`config.mk`:
```
export PLATFORM = sky130hd
export DESIGN_NAME = dpec_udiv
export DESIGN_NICKNAME = d
export VERILOG_FILES = /design/src/hw/rtl/dpec_udiv.sv
export SDC_FILE = /design/constraint.sdc
export NUM_CORES = 2
export LEC_CHECK = 0
export BUFFER_PORTS_ARGS = -buffer_cell sky130_fd_sc_hd__buf_2
export CELL_PAD_IN_SITES_DETAIL_PLACEMENT = 1
export CELL_PAD_IN_SITES_GLOBAL_PLACEMENT = 2
export CORE_UTILIZATION = 49
export CTS_BUF_LIST = sky130_fd_sc_hd__clkbuf_4 sky130_fd_sc_hd__clkbuf_8
export DETAILED_ROUTE_END_ITERATION = 12
export PLACE_DENSITY_LB_ADDON = 0.1
export SLEW_MARGIN = 30
export SYNTH_ARGS = -nofsm -noshare
export SYNTH_HDL_FRONTEND = slang
export SYNTH_SLANG_ARGS = --single-unit
```
`constraint.sdc`:
```
create_clock -name clk -period 6.93 [get_ports clk]
set_clock_uncertainty 0.2 [all_clocks]
set_input_delay 0.3465 -clock clk [delete_from_list [all_inputs] [get_ports clk]]
set_output_delay 0.3465 -clock clk [all_outputs]
set_load 0.01 [all_outputs]
```
`src/hw/rtl/dpec_udiv.sv`:
```
// ----------------------------------------------------------------------------
// dpec_udiv
// Pipelined unsigned restoring divider, one quotient bit per stage.
// Needs num < den * 2^QW.
// ----------------------------------------------------------------------------
module dpec_udiv #(
  parameter int NW = 33,
  parameter int DW = 17,
  parameter int QW = 17
) (
  input  logic          clk,
  input  logic          en,
  input  logic [NW-1:0] num,
  input  logic [DW-1:0] den,
  output logic [QW-1:0] quo,
  output logic [DW-1:0] rem
);

  localparam int CW = NW + DW;

  logic [NW-1:0] rem_r [QW];
  logic [QW-1:0] quo_r [QW];
  logic [DW-1:0] den_r [QW-1];

  for (genvar k = 0; k < QW; k++) begin : g_st
    localparam int B = QW - 1 - k;
    logic [NW-1:0] rem_in;
    logic [QW-1:0] quo_in;
    logic [DW-1:0] den_in;
    logic [CW-1:0] trial;
    logic [CW-1:0] diff;
    logic          take;

    if (k == 0) begin : g_first
      assign rem_in = num;
      assign quo_in = '0;
      assign den_in = den;
    end else begin : g_next
      assign rem_in = rem_r[k-1];
      assign quo_in = quo_r[k-1];
      assign den_in = den_r[k-1];
    end

    assign trial = CW'(den_in) << B;
    assign diff  = CW'(rem_in) - trial;
    assign take  = CW'(rem_in) >= trial;

    always_ff @(posedge clk) begin
      if (en) begin
        rem_r[k] <= take ? diff[NW-1:0] : rem_in;
        quo_r[k] <= take ? (quo_in | (QW'(1) << B)) : quo_in;
      end
    end

    if (k < QW - 1) begin : g_den
      always_ff @(posedge clk) begin
        if (en) begin
          den_r[k] <= den_in;
        end
      end
    end
  end

  assign quo = quo_r[QW-1];
  assign rem = rem_r[QW-1][DW-1:0];

endmodule

```
==> flow_summary.json <==
{
  "grt_setup_unrepaired": "false",
  "grt_usage": 0.246,
  "finalHoldWorstSlack_ns": 0.0538,
  "tritoncts": "done",
  "design.die.area_mm2": 0.103,
  "crit_path_max_incr_delay_ns": 0.58,
  "placement.io_buffers": 85,
  "starting_drc_count_in_detailed_routing": 1895,
  "ctsLongestPathBuffers": 3,
  "syn-mean-instance-area_um2": 11.9,
  "synth_fp_nets": 4546,
  "synth_ff_type": "edfxtp_1",
  "result_of_the_run": "finished clean",
  "fin_nets": 4827,
  "placed_area_mm2": 0.0522,
  "power_mw": 21.6,
  "grt.overflow.total": 0,
  "clkSlewWorstSetupHoldPaths_ns": 0.10,
  "synth_cell_type_count": 95,
  "max_slew_margin": 0.381,
  "synth_seq_cells": 970,
  "drt_wl_total_um": 126000,
  "via_per_inst": 5.58,
  "numCtsBuffers": 164,
  "antenna_violations_before_repair": 1,
  "leakagePower_nw": 21.5,
  "vias": 33300,
  "timing.final.setup_violations": 0,
  "min_period_over_period": 0.574,
  "dp_hpwl_um": 90300,
  "place.gp.congestion": 0.843,
  "grt_first_pass_wirelength_um": 198000,
  "first_global_vias": 34900,
  "insertion_delay_ns": 0.87,
  "clock_tree.htree_level_count": 4,
  "multi_input_comb_area_mm2": 0.0193,
  "netlist_area_mm2": 0.0500,
  "dp_slack_ns": 3.00,
  "dr.pass1.iters": 5,
  "maxCapViolCount": 0,
  "fin_tns_setup_ns": 0,
  "fp-row-count": 116,
  "async_flop_share": 0,
  "worst_hold_path.num_cells": 2,
  "final_area_mm2": 0.0562,
  "numPlacedInstances": 5576,
  "ir_worst_vdd_mv": 0.197,
  "final_cells": 5961,
  "clock_sinks": 970,
  "final_max_slew_viol_count": 0,
  "wire_per_inst_um": 21.1,
  "postCtsSetupRepairBufs": 0,
  "start_util": 0.497,
  "worst-setup-path-type": "in -> reg",
  "io_pins": 86,
  "layout.filler_cells": 10400,
  "die_h_um": 322,
  "final_hold_viol_count": 0,
  "power_density_mw_per_mm2": 384,
  "seqCellArea_mm2": 0.0291,
  "ys.warnings.count": 0,
  "tightestPinTransition_ns": 0.920,
  "timing.reg2reg.worst_path_depth": 11,
  "area_delta_synth_final_pct": 12.3,
  "layout-drive-gt1-share": 0.0984,
  "timing.critical_path.from_type": "primary input",
  "layout.core_utilization": 0.559,
  "netlist_instances": 4188,
  "cpMaxStageDelayCell": "dlygate4sd3_1",
  "crit_required_ns": 7.31,
  "clockRootBuffer": "clkbuf_8",
  "worst_path_most_repeated_cell": "dlygate4sd3_1",
  "end_kind": "flop",
  "core_area_mm2": 0.101,
  "dieWidth_um": 322,
  "drtAntennaViolNets": 0,
  "synth_enable_flop_cells": 970,
  "worstHoldPathType": "in -> reg",
  "ys_seq_area_frac": 0.582,
  "path_cells": "dlygate4sd3_1 -> buf_2 -> inv_1 -> ha_1 -> nor4b_1 -> nand4_1 -> nor4_1 -> o21ai_0 -> a21oi_1 -> nor2_1 -> a21oi_4 -> mux2_2 -> dlygate4sd3_1",
  "post-route-drc-count": 0,
  "cp_max_fo": 18,
  "arrival_ns": 4.36,
  "max_freq_ghz": 0.251,
  "layout_min_cycle_time_ns": 3.98,
  "worst_slack_ns": 2.95,
  "grt_start_max_net_pins": 181
}
Yosys cell counts (17+ instances only):
cell        n  area share
and3_1     21      0.0026
o31ai_1    33      0.0050
nor2b_1    47      0.0059
xnor2_1   151       0.026
or3_1      34      0.0043
inv_1     367       0.028
or4_1      22      0.0033
nor3_1     83      0.0083
xor2_1    171       0.030
o211ai_1   23      0.0035
nand3_1    67      0.0067
nor2_1    207       0.016
o21a_1     44      0.0066
clkbuf_1   45      0.0034
and2_1     18      0.0023
edfxtp_1  970        0.58
o21bai_1   22      0.0033
a211oi_1   33      0.0050
nand2b_1   57      0.0071
buf_2      27      0.0027
nor4_1     69      0.0086
nand2_1   359       0.027
fa_1       17      0.0068
a21oi_1   230       0.023
mux2_2     43      0.0097
a31oi_1    25      0.0031
a21o_1    104       0.016
ha_1      289       0.072
nand4_1    44      0.0055
o21ai_0   307       0.031
metal layers:
metal	global-route usage	share of wire	vias up
li1	-	-	16100
met1	0.310	0.43	16400
met2	0.436	0.51	559
met3	0.0346	0.033	218
met4	0.0744	0.025	0
met5	0	0	-
cells by family after synthesis:
kind of cell,after synthesis,share of synthesized area
flip-flops,970,0.582
XOR/XNOR,322,0.0564
buffers and inverters,444,0.0341
adder cells (fa/ha/maj),306,0.0791
AO/OA/AOI/OAI,961,0.122
multiplexers,52,0.0115
AND/OR/NAND/NOR,1133,0.115
flip-flops by register name (all words and copies together) (netlist names):
name / cells
rem_r: 545
den_r: 272
quo_r: 153
worst paths after layout:
| path | start | to | slack [ns] |
|---|---|---|---|
| max | den[1] | rem_r[0][28]$_DFFE_PP_ | 2.95 |
| min | num[6] | rem_r[0][6]$_DFFE_PP_ | 0.05 |
| max reg2reg | rem_r[12][3]$_DFFE_PP_ | rem_r[13][7]$_DFFE_PP_ | 2.98 |
| min reg2reg | quo_r[0][266]$_DFFE_PP_ | quo_r[0][283]$_DFFE_PP_ | 0.21 |
layout make-up:
| cell class | instances | share of cell area |
|---|---|---|
| inverters | 369 | 0.0247 |
| repair buffers | 190 | 0.0275 |
| clock inverters | 98 | 0.0116 |
| multi-input cells | 2774 | 0.343 |
| diodes | 1 | 0.0000445 |
| flip-flops and latches | 970 | 0.518 |
| clock buffers | 202 | 0.0452 |
| well taps | 1357 | 0.0302 |
critical path: cells and delay by family:
| kind | cells | cell delay [ns] |
|---|---|---|
| buffers and inverters | 4 | 1.32 |
| AND/OR/NAND/NOR | 4 | 1.06 |
| AO/OA/AOI/OAI | 3 | 0.90 |
| multiplexers | 1 | 0.42 |
| adder cells (fa/ha/maj) | 1 | 0.31 |
repair_timing:
item,in CTS,in global routing
hold endpoints to repair,137,0
hold buffers,83,0
resized for setup,0,0
endpoints found under the setup margin,0,0
cells in the final DEF, fill, tap and decap left out, drive strengths merged, types with 84 or more instances in the layout:
master and instances:
a21o 104, a21oi 232, buf 107, clkbuf 202, edfxtp 970, ha 289, inv 379, nand2 359
nor2 207, nor3 84, o21ai 312, xnor2 151, xor2 171
report_power, final:
part           switching (mW)  internal [mW]
logic                    4.26           3.09
registers               0.949           8.16
clock network            2.45           2.67
No activity file was read; power rests on OpenSTA's default activity.
